--- src/rtl/bole_pkg.sv ---
package bole_pkg;

  localparam int DATA_W       = 32;
  localparam int KIND_W       = 2;
  localparam int IDX_W        = 4;
  localparam int POS_W        = 4;
  localparam int CNT_W        = 5;
  localparam int CAPACITY_DEF = 16;

  typedef enum logic [KIND_W-1:0] {
    KIND_APPEND     = 2'd0,
    KIND_SEARCH     = 2'd1,
    KIND_REMOVE_AT  = 2'd2,
    KIND_REMOVE_VAL = 2'd3
  } kind_t;

  typedef enum logic [3:0] {
    ST_IDLE  = 4'b0001,
    ST_SCAN  = 4'b0010,
    ST_SHIFT = 4'b0100,
    ST_RESP  = 4'b1000
  } state_t;

endpackage

--- src/rtl/bole_if.sv ---
interface bole_req_if;
  import bole_pkg::*;

  logic                     valid;
  logic                     ready;
  logic [KIND_W-1:0]        kind;
  logic signed [DATA_W-1:0] value;
  logic [IDX_W-1:0]         index;

  modport source (output valid, kind, value, index, input ready);
  modport sink   (input valid, kind, value, index, output ready);
endinterface

interface bole_rsp_if;
  import bole_pkg::*;

  logic             valid;
  logic             ready;
  logic             done_res;
  logic [POS_W-1:0] position;
  logic [CNT_W-1:0] count;

  modport source (output valid, done_res, position, count, input ready);
  modport sink   (input valid, done_res, position, count, output ready);
endinterface

--- src/rtl/bole_ram.sv ---
module bole_ram #(
  parameter int WIDTH = 32,
  parameter int DEPTH = 16
) (
  input  logic                     clk,
  input  logic                     we,
  input  logic [$clog2(DEPTH)-1:0] waddr,
  input  logic [WIDTH-1:0]         wdata,
  input  logic [$clog2(DEPTH)-1:0] raddr,
  output logic [WIDTH-1:0]         rdata
);

  logic [WIDTH-1:0] mem [DEPTH];

  always_ff @(posedge clk) begin
    if (we) begin
      mem[waddr] <= wdata;
    end
    rdata <= mem[raddr];
  end

endmodule

--- src/rtl/bounded_ordered_list_engine_core.sv ---
// Bounded ordered list of up to CAPACITY signed 32-bit words held in one
// single-port-read RAM. One request is worked at a time; each gives one
// response word. Append goes from accept through ST_RESP to the output
// register. Search and remove walk the stored entries through the RAM read
// port one per cycle (the RAM read is registered, and entries that move down
// are written back one slot lower); ST_RESP waits while an untaken response
// holds the output register. A new request is accepted as soon as the
// previous response sits in the output register.
module bounded_ordered_list_engine_core
  import bole_pkg::*;
#(
  parameter int CAPACITY = CAPACITY_DEF
) (
  input logic     clk,
  input logic     rst,
  bole_req_if.sink   req,
  bole_rsp_if.source rsp
);

  localparam int AW = $clog2(CAPACITY);
  localparam int PW = $clog2(CAPACITY + 1);
  localparam int XW = (PW > IDX_W) ? PW : IDX_W;

  state_t            state;
  logic [PW-1:0]     fill;
  logic [PW-1:0]     ptr;
  logic              pend;
  logic [AW-1:0]     pend_addr;
  logic [DATA_W-1:0] key;
  kind_t             kind;
  logic              res_done;
  logic [AW-1:0]     res_pos;

  logic              rsp_valid;
  logic              rsp_done;
  logic [POS_W-1:0]  rsp_pos;
  logic [CNT_W-1:0]  rsp_cnt;

  logic              ram_we;
  logic [AW-1:0]     ram_waddr;
  logic [DATA_W-1:0] ram_wdata;
  logic [DATA_W-1:0] ram_rdata;

  logic accept;
  logic rd_en;
  logic hit;
  logic full;
  logic idx_ok;

  assign req.ready = (state == ST_IDLE);
  assign accept    = req.valid && req.ready;
  assign full      = (fill == PW'(CAPACITY));
  assign idx_ok    = XW'(req.index) < XW'(fill);
  assign rd_en     = ptr < fill;
  assign hit       = pend && (ram_rdata == key);

  always_comb begin
    ram_we    = 1'b0;
    ram_waddr = pend_addr;
    ram_wdata = ram_rdata;
    if (accept && (kind_t'(req.kind) == KIND_APPEND) && !full) begin
      ram_we    = 1'b1;
      ram_waddr = fill[AW-1:0];
      ram_wdata = req.value;
    end else if (state == ST_SHIFT && pend) begin
      // move the word read last cycle down one slot
      ram_we = 1'b1;
    end
  end

  bole_ram #(
    .WIDTH(DATA_W),
    .DEPTH(CAPACITY)
  ) u_ram (
    .clk  (clk),
    .we   (ram_we),
    .waddr(ram_waddr),
    .wdata(ram_wdata),
    .raddr(ptr[AW-1:0]),
    .rdata(ram_rdata)
  );

  always_ff @(posedge clk) begin
    if (rst) begin
      state     <= ST_IDLE;
      fill      <= '0;
      pend      <= 1'b0;
      rsp_valid <= 1'b0;
    end else begin
      if (rsp_valid && rsp.ready) begin
        rsp_valid <= 1'b0;
      end
      unique case (state)
        ST_IDLE: begin
          pend <= 1'b0;
          if (accept) begin
            kind     <= kind_t'(req.kind);
            key      <= req.value;
            res_done <= 1'b0;
            res_pos  <= '0;
            state    <= ST_RESP;
            unique case (kind_t'(req.kind))
              KIND_APPEND: begin
                if (!full) begin
                  res_done <= 1'b1;
                  res_pos  <= fill[AW-1:0];
                  fill     <= fill + PW'(1);
                end
              end
              KIND_SEARCH, KIND_REMOVE_VAL: begin
                ptr <= '0;
                if (fill != '0) begin
                  state <= ST_SCAN;
                end
              end
              KIND_REMOVE_AT: begin
                if (idx_ok) begin
                  res_done <= 1'b1;
                  res_pos  <= AW'(req.index);
                  ptr      <= PW'(req.index) + PW'(1);
                  state    <= ST_SHIFT;
                end
              end
              default: ;
            endcase
          end
        end
        ST_SCAN: begin
          pend      <= rd_en;
          pend_addr <= ptr[AW-1:0];
          if (rd_en) begin
            ptr <= ptr + PW'(1);
          end
          if (hit) begin
            res_done <= 1'b1;
            res_pos  <= pend_addr;
            pend     <= 1'b0;
            if (kind == KIND_REMOVE_VAL) begin
              ptr   <= PW'(pend_addr) + PW'(1);
              state <= ST_SHIFT;
            end else begin
              state <= ST_RESP;
            end
          end else if (!rd_en) begin
            state <= ST_RESP;
          end
        end
        ST_SHIFT: begin
          // read slot ptr now, write it to ptr-1 next cycle
          pend      <= rd_en;
          pend_addr <= AW'(ptr - PW'(1));
          if (rd_en) begin
            ptr <= ptr + PW'(1);
          end else if (!pend) begin
            fill  <= fill - PW'(1);
            state <= ST_RESP;
          end
        end
        ST_RESP: begin
          if (!rsp_valid || rsp.ready) begin
            rsp_valid <= 1'b1;
            state     <= ST_IDLE;
          end
        end
        default: state <= ST_IDLE;
      endcase
    end
  end

  always_ff @(posedge clk) begin
    if (state == ST_RESP && (!rsp_valid || rsp.ready)) begin
      rsp_done <= res_done;
      rsp_pos  <= POS_W'(res_pos);
      rsp_cnt  <= CNT_W'(fill);
    end
  end

  assign rsp.valid    = rsp_valid;
  assign rsp.done_res = rsp_done;
  assign rsp.position = rsp_pos;
  assign rsp.count    = rsp_cnt;

endmodule
--- src/flat_wrapper.sv ---
// flat-port wrapper written by rule: the top's interface ports become plain ports
module bounded_ordered_list_engine_core_flat import bole_pkg::*;
#(
  parameter int CAPACITY = CAPACITY_DEF
)
  (clk, rst, req_valid, req_kind, req_value, req_index, req_ready, rsp_valid, rsp_done_res, rsp_position, rsp_count, rsp_ready);
  bole_req_if req_i ();
  bole_rsp_if rsp_i ();
  input logic clk;
  input logic rst;
  input wire logic [$bits(req_i.valid)-1:0] req_valid;
  input wire logic [$bits(req_i.kind)-1:0] req_kind;
  input wire logic [$bits(req_i.value)-1:0] req_value;
  input wire logic [$bits(req_i.index)-1:0] req_index;
  output wire logic [$bits(req_i.ready)-1:0] req_ready;
  output wire logic [$bits(rsp_i.valid)-1:0] rsp_valid;
  output wire logic [$bits(rsp_i.done_res)-1:0] rsp_done_res;
  output wire logic [$bits(rsp_i.position)-1:0] rsp_position;
  output wire logic [$bits(rsp_i.count)-1:0] rsp_count;
  input wire logic [$bits(rsp_i.ready)-1:0] rsp_ready;
  assign req_i.valid = req_valid;
  assign req_i.kind = req_kind;
  assign req_i.value = req_value;
  assign req_i.index = req_index;
  assign req_ready = req_i.ready;
  assign rsp_valid = rsp_i.valid;
  assign rsp_done_res = rsp_i.done_res;
  assign rsp_position = rsp_i.position;
  assign rsp_count = rsp_i.count;
  assign rsp_i.ready = rsp_ready;
  bounded_ordered_list_engine_core #(.CAPACITY(CAPACITY)) u_core (.clk(clk), .rst(rst), .req(req_i), .rsp(rsp_i));
endmodule
--- config.mk ---
export PLATFORM = sky130hd
export DESIGN_NAME = bounded_ordered_list_engine_core_flat
export DESIGN_NICKNAME = d
export VERILOG_FILES = /design/src/rtl/bole_pkg.sv /design/src/rtl/bole_if.sv /design/src/rtl/bole_ram.sv /design/src/rtl/bounded_ordered_list_engine_core.sv /design/src/flat_wrapper.sv
export SDC_FILE = /design/constraint.sdc
export NUM_CORES = 1
export LEC_CHECK = 0
export BUFFER_PORTS_ARGS = -buffer_cell sky130_fd_sc_hd__buf_2
export CORE_MARGIN = 8
export CORE_UTILIZATION = 45
export CTS_CLUSTER_SIZE = 16
export DETAILED_ROUTE_END_ITERATION = 7
export PLACE_DENSITY_LB_ADDON = 0.25
export SLEW_MARGIN = 30
export SYNTH_ARGS = -nofsm -noshare
export SYNTH_HDL_FRONTEND = slang
export SYNTH_HIERARCHICAL = 1
export SYNTH_SLANG_ARGS = --single-unit
--- constraint.sdc ---
create_clock -name clk -period 15.37 [get_ports clk]
set_input_delay 3.074 -clock clk [delete_from_list [all_inputs] [get_ports clk]]
set_output_delay 3.074 -clock clk [all_outputs]
set_load 0.01 [all_outputs]
After elaboration in Yosys (flattened, before gate mapping)
Memory sizes are Yosys's and may differ from the RTL's. A register that Yosys moved wholly into a read port is not among the register bits. Index checks and enable logic that the tools add are counted.

Bits in registers: 69. Bits in latches: 0. Memory bits (writable): 512. Bits in read-only memories: 0. Input port bits: 42. Output and inout port bits: 12. Word-level logic and storage cells: 114. Memories kept: 1.

Memory list: u_core.u_ram.mem (words 16, bits a word 32, rd ports 1, clocked after memory_dff 1, wr ports 1, RTL line bole_ram.sv:13) `logic [WIDTH-1:0] mem [DEPTH];`.

Add/sub/neg operators: 6. Multipliers: 0. Divide/modulo/power cells: 0. Magnitude comparators: 2. Eq/ne operators: 20. Shift operators: 0. Multiplexer cells: 48. Bitwise logic cells: 1. Reductions and logical operators: 23.

Operators with widths (number): $mux W4 (14); $mux W5 (10); $eq A32 B32 Y1 (1); $mux W32 (1); $pmux W4 S2 (4); $pmux W5 S2 (2); $pmux W4 S4 (1); $pmux W5 S3 (1); $mux W1 (12); $add A4 B1 Y5 const B (2); $add A5 B1 Y5 const B (2); $ne A2 B2 Y1 const B (5); $reduce_and A5 Y1 (2); $ne A3 B3 Y1 const B (3); $logic_and A1 B1 Y1 (7); $eq A2 B2 Y1 const B (3); $reduce_and A6 Y1 (1); $reduce_bool A2 Y1 (3); $eq A5 B5 Y1 const B (1); $lt A4 B5 Y1 (1); $lt A5 B5 Y1 (1); $reduce_bool A5 Y1 (1); $sub A5 B1 Y5 const B (1); $eq A4 B1 Y1 const B (1); other kinds (17) (20).

Depth between registers and ports, before layout
Gate-level depths: netlist of the first run.

Word-level depth: 7. Depth in mapped cells: 10. Depth with buffers taken out: 10.

Modules after synthesis
The synthesis of the first run kept the hierarchy.

By module, submodules not included: bole_ram (instances 1, cells each 838, area each 19835.3 µm², sequential area each 16015.4 µm²); bounded_ordered_list_engine_core (instances 1, cells each 324, area each 3814.9 µm², sequential area each 1961.9 µm²).

Least setup slack after synthesis of the first run
No wires, ideal clock.

Path kind: input -> register. Start point: input req_kind[1]. End point: memory u_core.u_ram.mem[0][0], enable pin. Setup time: 461 ps. Arrival time: 6798 ps. Required time: 14909 ps. Slack: 8111 ps. Cell stages on the path: 8. Path buffers: 2. Path through: a21oi_1 > or3b_1 > buf_2 > clkbuf_1 > nand2_1 > o21ai_0 > or3b_2 > nor3_1.

Elaborated cells on any way between the ends: 7. Classes of those cells: mux (4); reduce/logical (3).

RTL lines: start: declaration (RTL line flat_wrapper.sv:12) `input wire logic [$bits(req_i.kind)-1:0] req_kind;`; $logic_not A2 Y1 (RTL line bounded_ordered_list_engine_core.sv:61) `if (accept && (kind_t'(req.kind) == KIND_APPEND) && !full) begin`; $logic_and A1 B1 Y1 (2 in series) (RTL line bounded_ordered_list_engine_core.sv:61); $mux W4 (RTL line bounded_ordered_list_engine_core.sv:61); via u_core.ram_waddr[2] (RTL line bounded_ordered_list_engine_core.sv:40) `logic [AW-1:0] ram_waddr;`; end: declaration (RTL line bole_ram.sv:13).

The timed path passes the listed nets, and every way through them passes these cells.

Final worst setup path of the first run
Start point: input req_kind[1]. End point: memory u_core.u_ram.mem[11][3], enable pin.

The elaborated chain is that of the path after synthesis.

==> impl_metrics.ini, run 1 <==
[routing]
viasPerCell = 5.701
drt.antenna.violating_nets = 0
wl_per_cell_um = 25.04
finalWirelength_mm = 49.91
first_iter_violations = 949
drtPass1Iterations = 5
drc = 0
vias = 11362

[worst_setup_path]
slowest_delay_ns = 0.68
cp-startpoint = req_kind[1]
critical_path_class = in2reg
r2r_cells = 8
worst-path-stages = 8
cp.arrival_ns = 6.43
cp.required_ns = 15.65
cp-start-kind = primary input
rrSetupSlack_ns = 11.02
path_max_fanout = 42
end_kind = register
cp-endpoint = u_core/u_ram/mem[11][3]$_DFFE_PP_
critPathTopFamily = simple AND/OR/NAND/NOR gates
r2r-start = u_core/state[3]$_SDFFE_PP0P_
cp_common_cell = buf_4
crit_buf_inv = 3
critical_path.cell_chain = buf_2 > a21oi_1 > or3b_2 > buf_4 > o21ai_1 > nand2_1 > nor2_4 > buf_4
reg2reg_to = u_core/u_ram/mem[11][3]$_DFFE_PP_
crit_path_top_delay_cell = o21ai_1

[logic_synthesis]
synthCells = 1162
synth_ff_type = edfxtp_1
synth-edff-count = 570
synth.distinct_cells = 48
synth_area_per_cell_um2 = 20.35
syn_area_um2 = 23650
async_flop_share = 0
ys_warn_count = 6
ys_ff_latch = 613
synth_nets = 1219
synthTopCellsByArea = edfxtp_1 (72%), mux4_2 (12%), dfxtp_1 (3.6%)
yosysTopAreaCellShare = 0.7237
ys_seq_area_frac = 0.7601
synth_top_area_cell = edfxtp_1

[grt]
track_usage = 0.1658
grt_first_pass_wirelength_mm = 74.78
overflow = 0
grt_pass1_vias = 11437
grt_max_degree = 135
antenna_found_initial = 1

[sta]
slew_headroom = 0.3398
period_share = 0.3998
fmax_mhz = 162.8
setup_viol = 0
worst_slack_ns = 9.226
grt_setup_unrepaired = false
min_period_ns = 6.144
tns_ns = 0
worst_pin_slew_ns = 0.9903
hold-worst-slack_ns = 0.4228
skew_ns = 0.01781
drv_slew = 0
hold_viol = 0

[placement]
dp_hpwl_mm = 27.78
place_ws_ns = 8.209
gp_congestion = 0.7882
io_buffers = 53

[finish]
final_common_cell = edfxtp_1
antenna_cells = 0
fill_cells = 4053
multi_input_area_um2 = 5540
nets = 1311
regArea_um2 = 17980
final_cell_mix = edfxtp_1 (570), mux4_2 (128), a22oi_1 (64)
drive_above_1_share = 0.2713
area_growth_pct = 14.09

[floorplan]
initial_utilization = 0.4528
dieArea_um2 = 60150
coreArea_um2 = 52240
ios = 54
die_width_um = 245.3
die_h_um = 245.3
num_rows = 84

[cts]
htreeDepth = 2
cts_max_path_buffers = 3
clock_sinks = 613
cts_buffers = 60
cts_setup_buffers = 0
cts_root_buf = clkbuf_16
clk_latency_ns = 0.63
ctsResizeCount = 0
path_clk_slew_ns = 0.06
ctsHoldBuffers = 0
cts_tree = built

[status]
status = finished, final reports clean

[hold_path]
worst_hold_path_type = reg2reg

[pwr]
p_leak_uw = 0.008754
finalPower_uw = 3549
power_density_nw_per_um2 = 131.5
vdd_drop_max_v = 0.00009422

[run]
cap_violations = 0
==> sequential cells by signal, indices dropped and copies added (netlist names), 5 cells and up <==
register	count
u_core/key	32
u_core/rsp.count	5
u_core/u_ram/mem	512
u_core/fill	5
u_core/u_ram/rdata	32
u_core/ptr	5
==> routing by layer <==
metal	part of all wire	vias up	GRT usage
met5	0	-	0
met4	0.020	0	0.04206
met3	0.049	71	0.02685
met2	0.49	292	0.2681
met1	0.44	6045	0.2343
li1	-	4954	-
==> cells by family (layout without fill, tap and decap cells) <==
kind of cell | count (synthesis) | in the layout | synth area share
flip-flops | 613 | 613 | 0.7601
multiplexers | 161 | 161 | 0.1376
AND/OR/NAND/NOR | 148 | 148 | 0.03053
AO/OA/AOI/OAI | 117 | 117 | 0.03423
buffers and inverters | 61 | 204 | 0.01185
XOR/XNOR | 47 | 47 | 0.01741
adder cells (fa/ha/maj) | 15 | 15 | 0.008253
==> power by group <==
group          internal (uW)  switching (uW)  total (uW)  leakage [uW]
clock                    834             609        1440      0.000957
combinational           74.1             135         209       0.00227
sequential              1880            13.0        1900       0.00552
==> worst min-delay path by stage <==
stage,end,start,slack (ns),depth (start not counted)
finish,u_core/rsp.position[0]$_DFFE_PP_,u_core/res_pos[0]$_DFFE_PP_,0.42,0
detailed placement,u_core/rsp.position[0]$_DFFE_PP_,u_core/res_pos[0]$_DFFE_PP_,0.41,0
CTS,u_core/rsp.position[0]$_DFFE_PP_,u_core/res_pos[0]$_DFFE_PP_,0.42,0
global route,u_core/rsp.position[0]$_DFFE_PP_,u_core/res_pos[0]$_DFFE_PP_,0.43,0
floorplan,u_core/rsp.done_res$_DFFE_PP_,u_core/res_done$_SDFFCE_PP1P_,0.40,0
global placement,u_core/rsp.position[1]$_DFFE_PP_,u_core/res_pos[1]$_DFFE_PP_,0.40,0
==> cell usage after synthesis (all sizes together), types with 2 or more instances <==
cell and instances:
a21o 5, a21oi 19, a22o 4, a22oi 64, buf 28, clkbuf 23, dfxtp 43, edfxtp 570
ha 14, inv 9, mux2 33, mux4 128, nand2 60, nand2b 7, nand3 5, nand3b 5
nand4 7, nor2 33, nor2b 7, nor3 5, nor4 9, nor4b 2, o21ai 14, o221ai 4
or3b 2, xnor2 12, xor2 35
==> area by class of cell <==
type,count,area share
Sequential cell,613,0.6663
Multi-Input combinational cell,488,0.2053
Clock buffer,77,0.05912
Tap cell,688,0.03190
Timing Repair Buffer,81,0.02300
Clock inverter,36,0.01298
Inverter,10,0.001391
==> stage by stage <==
step / instance area (um^2) / utilization / std cells
2_1_floorplan: 23650 / - / 1162
3_3_place_gp: 24870 / 0.4760 / 1874
3_5_place_dp: 25010 / 0.4788 / 1879
4_1_cts: 26950 / 0.5160 / 1992
5_1_grt: 26980 / 0.5166 / 1993
6_report: 26980 / 0.5166 / 1993
(Power assumes the default switching activity.)
==> run 2: changes to the inputs <==
- clock period: 15.37 -> 5.5 ns (I/O delays scaled with it)
==> run 2 against run 1 <==
Compared with the run above:
- clock power rose to 3.0 times the previous value
- routed wire length up 4.1%
- sequential power grew to 2.8 times the previous value
- sequential share of layout area fell by 0.49 points
- register-to-register slack got worse by 9.9 ns
==> impl_metrics.ini, run 2 (synthesis results as in run 1) <==
[worst_setup_path]
r2r-start = u_core/state[3]$_SDFFE_PP0P_
cp.required_ns = 5.81
path_max_fanout = 29
cp-start-kind = register
end_kind = register
cp-startpoint = u_core/state[3]$_SDFFE_PP0P_
r2r_cells = 8
cp-endpoint = u_core/u_ram/mem[10][6]$_DFFE_PP_
reg2reg_to = u_core/u_ram/mem[10][6]$_DFFE_PP_
cp.arrival_ns = 4.68
rrSetupSlack_ns = 1.12
critical_path_class = reg2reg

[sta]
period_share = 0.7955
hold_viol = 0
hold-worst-slack_ns = 0.4176
worst_slack_ns = 1.125
worst_pin_slew_ns = 0.9454
drv_slew = 0
tns_ns = 0
setup_viol = 0
slew_headroom = 0.3668
fmax_mhz = 228.6
min_period_ns = 4.375
skew_ns = 0.01944
grt_setup_unrepaired = false

[status]
status = finished, final reports clean

[cts]
cts_root_buf = clkbuf_16
cts_buffers = 61
cts_tree = built
ctsResizeCount = 0
cts_setup_buffers = 0
path_clk_slew_ns = 0.06
htreeDepth = 2
clk_latency_ns = 0.62
cts_max_path_buffers = 3
ctsHoldBuffers = 0
clock_sinks = 613

[pwr]
vdd_drop_max_v = 0.0002708
power_frac_comb = 0.059
power_density_nw_per_um2 = 373.9
p_seq_frac = 0.522
pwr-share-clk = 0.419
p_leak_uw = 0.008851
p_int_uw = 7996
switching_power_uw = 2167
p_sw_frac = 0.2132

[routing]
drt.antenna.violating_nets = 0
viasPerCell = 5.746
drtPass1Iterations = 5
first_iter_violations = 987
wl_per_cell_um = 25.93
drc = 0
vias = 11510
finalWirelength_mm = 51.93

[placement]
gp_congestion = 0.7855
dp_hpwl_mm = 30.99
place_ws_ns = 0.6646
dpl_cell_area_um2 = 25070
io_buffers = 53

[finish]
largest_reg_flops = 512
regMostFlops = u_core/u_ram/mem
area_growth_pct = 14.93
fill_cells = 4070
drive_above_1_share = 0.2839
final_cell_mix = edfxtp_1 (570), mux4_2 (128), a22oi_1 (64)
fin_area_um2 = 27180
final_common_cell = edfxtp_1
nets = 1318
top_regs = u_core/u_ram/mem: 512 flops, u_core/key: 32 flops, u_core/u_ram/rdata: 32 flops

[floorplan]
die_h_um = 245.3
die_width_um = 245.3
initial_utilization = 0.4528
ios = 54
dieArea_um2 = 60150
coreArea_um2 = 52240
num_rows = 84

[hold_path]
worst_hold_path_type = reg2reg
worstHoldStart = u_core/res_pos[1]$_DFFE_PP_

[run]
cap_violations = 0

[grt]
antenna_found_initial = 2
track_usage = 0.1730
grt_pass1_vias = 11944
grt_first_pass_wirelength_mm = 77.77
overflow = 0
grt_max_degree = 134
## run 2: cell types whose count changed in the layout (fill, tap and decap cells not counted), sizes merged
cell	previous run	this run
buf	81	87
diode	0	1
bufinv	6	9
clkbuf	77	71
clkinvlp	0	3
clkinv	29	32
## run 2: power groups by stage
| stage | combinational (uW) | sequential, uW | clock (uW) |
|---|---|---|---|
| after floorplan | 372 | 5400 | 0 |
| after global placement | 587 | 5400 | 0 |
| after detailed placement | 607 | 5410 | 0 |
| after CTS | 609 | 5310 | 4330 |
| after global routing | 655 | 5310 | 4500 |
| final | 600 | 5310 | 4260 |
## run 2: metrics by stage
step | util | total power, uW | cells
after floorplan | - | 5767 | 1162
after global placement | 0.4781 | 5991 | 1880
after detailed placement | 0.4800 | 6014 | 1885
after CTS | 0.5200 | 10240 | 2001
after global routing | 0.5203 | 10470 | 2002
final | 0.5204 | 10160 | 2003
## run 2: cell type report
cell class,instances,area (um^2),share of cell area
Sequential cell,613,17980,0.6614
Timing Repair Buffer,87,674.4,0.02481
Clock buffer,71,1615,0.05943
Tap cell,688,860.8,0.03167
Antenna cell,1,2.502,0.00009206
Multi-Input combinational cell,488,5542,0.2039
Inverter,10,37.54,0.001381
Clock inverter,45,471.7,0.01735
## run 2: worst min path at each step
stage	end	slack, ns	cells after the start
global route	u_core/rsp.position[1]$_DFFE_PP_	0.44	0
finish	u_core/rsp.position[1]$_DFFE_PP_	0.42	0
global placement	u_core/rsp.position[2]$_DFFE_PP_	0.40	0
CTS	u_core/rsp.position[1]$_DFFE_PP_	0.42	0
detailed placement	u_core/rsp.position[1]$_DFFE_PP_	0.41	0
floorplan	u_core/rsp.done_res$_DFFE_PP_	0.40	0
## run 2: worst max-delay path, stage by stage, from the launching register on
cell      delay, ns
dfxtp_1        0.35
nor4b_4        0.50
nand2_2        0.17
or3b_2         0.77
buf_4          0.39
o21ai_0        0.46
nand3b_1       0.42
nor2_4         0.70
buf_12         0.27
## run 2: routing by layer
metal  vias to the layer above  global-route usage  share of wire
li1                       4990                   -              -
met1                      6052              0.2405           0.43
met2                       378              0.2730           0.48
met3                        90             0.03359          0.061
met4                         0             0.05853          0.027
met5                         -                   0              0
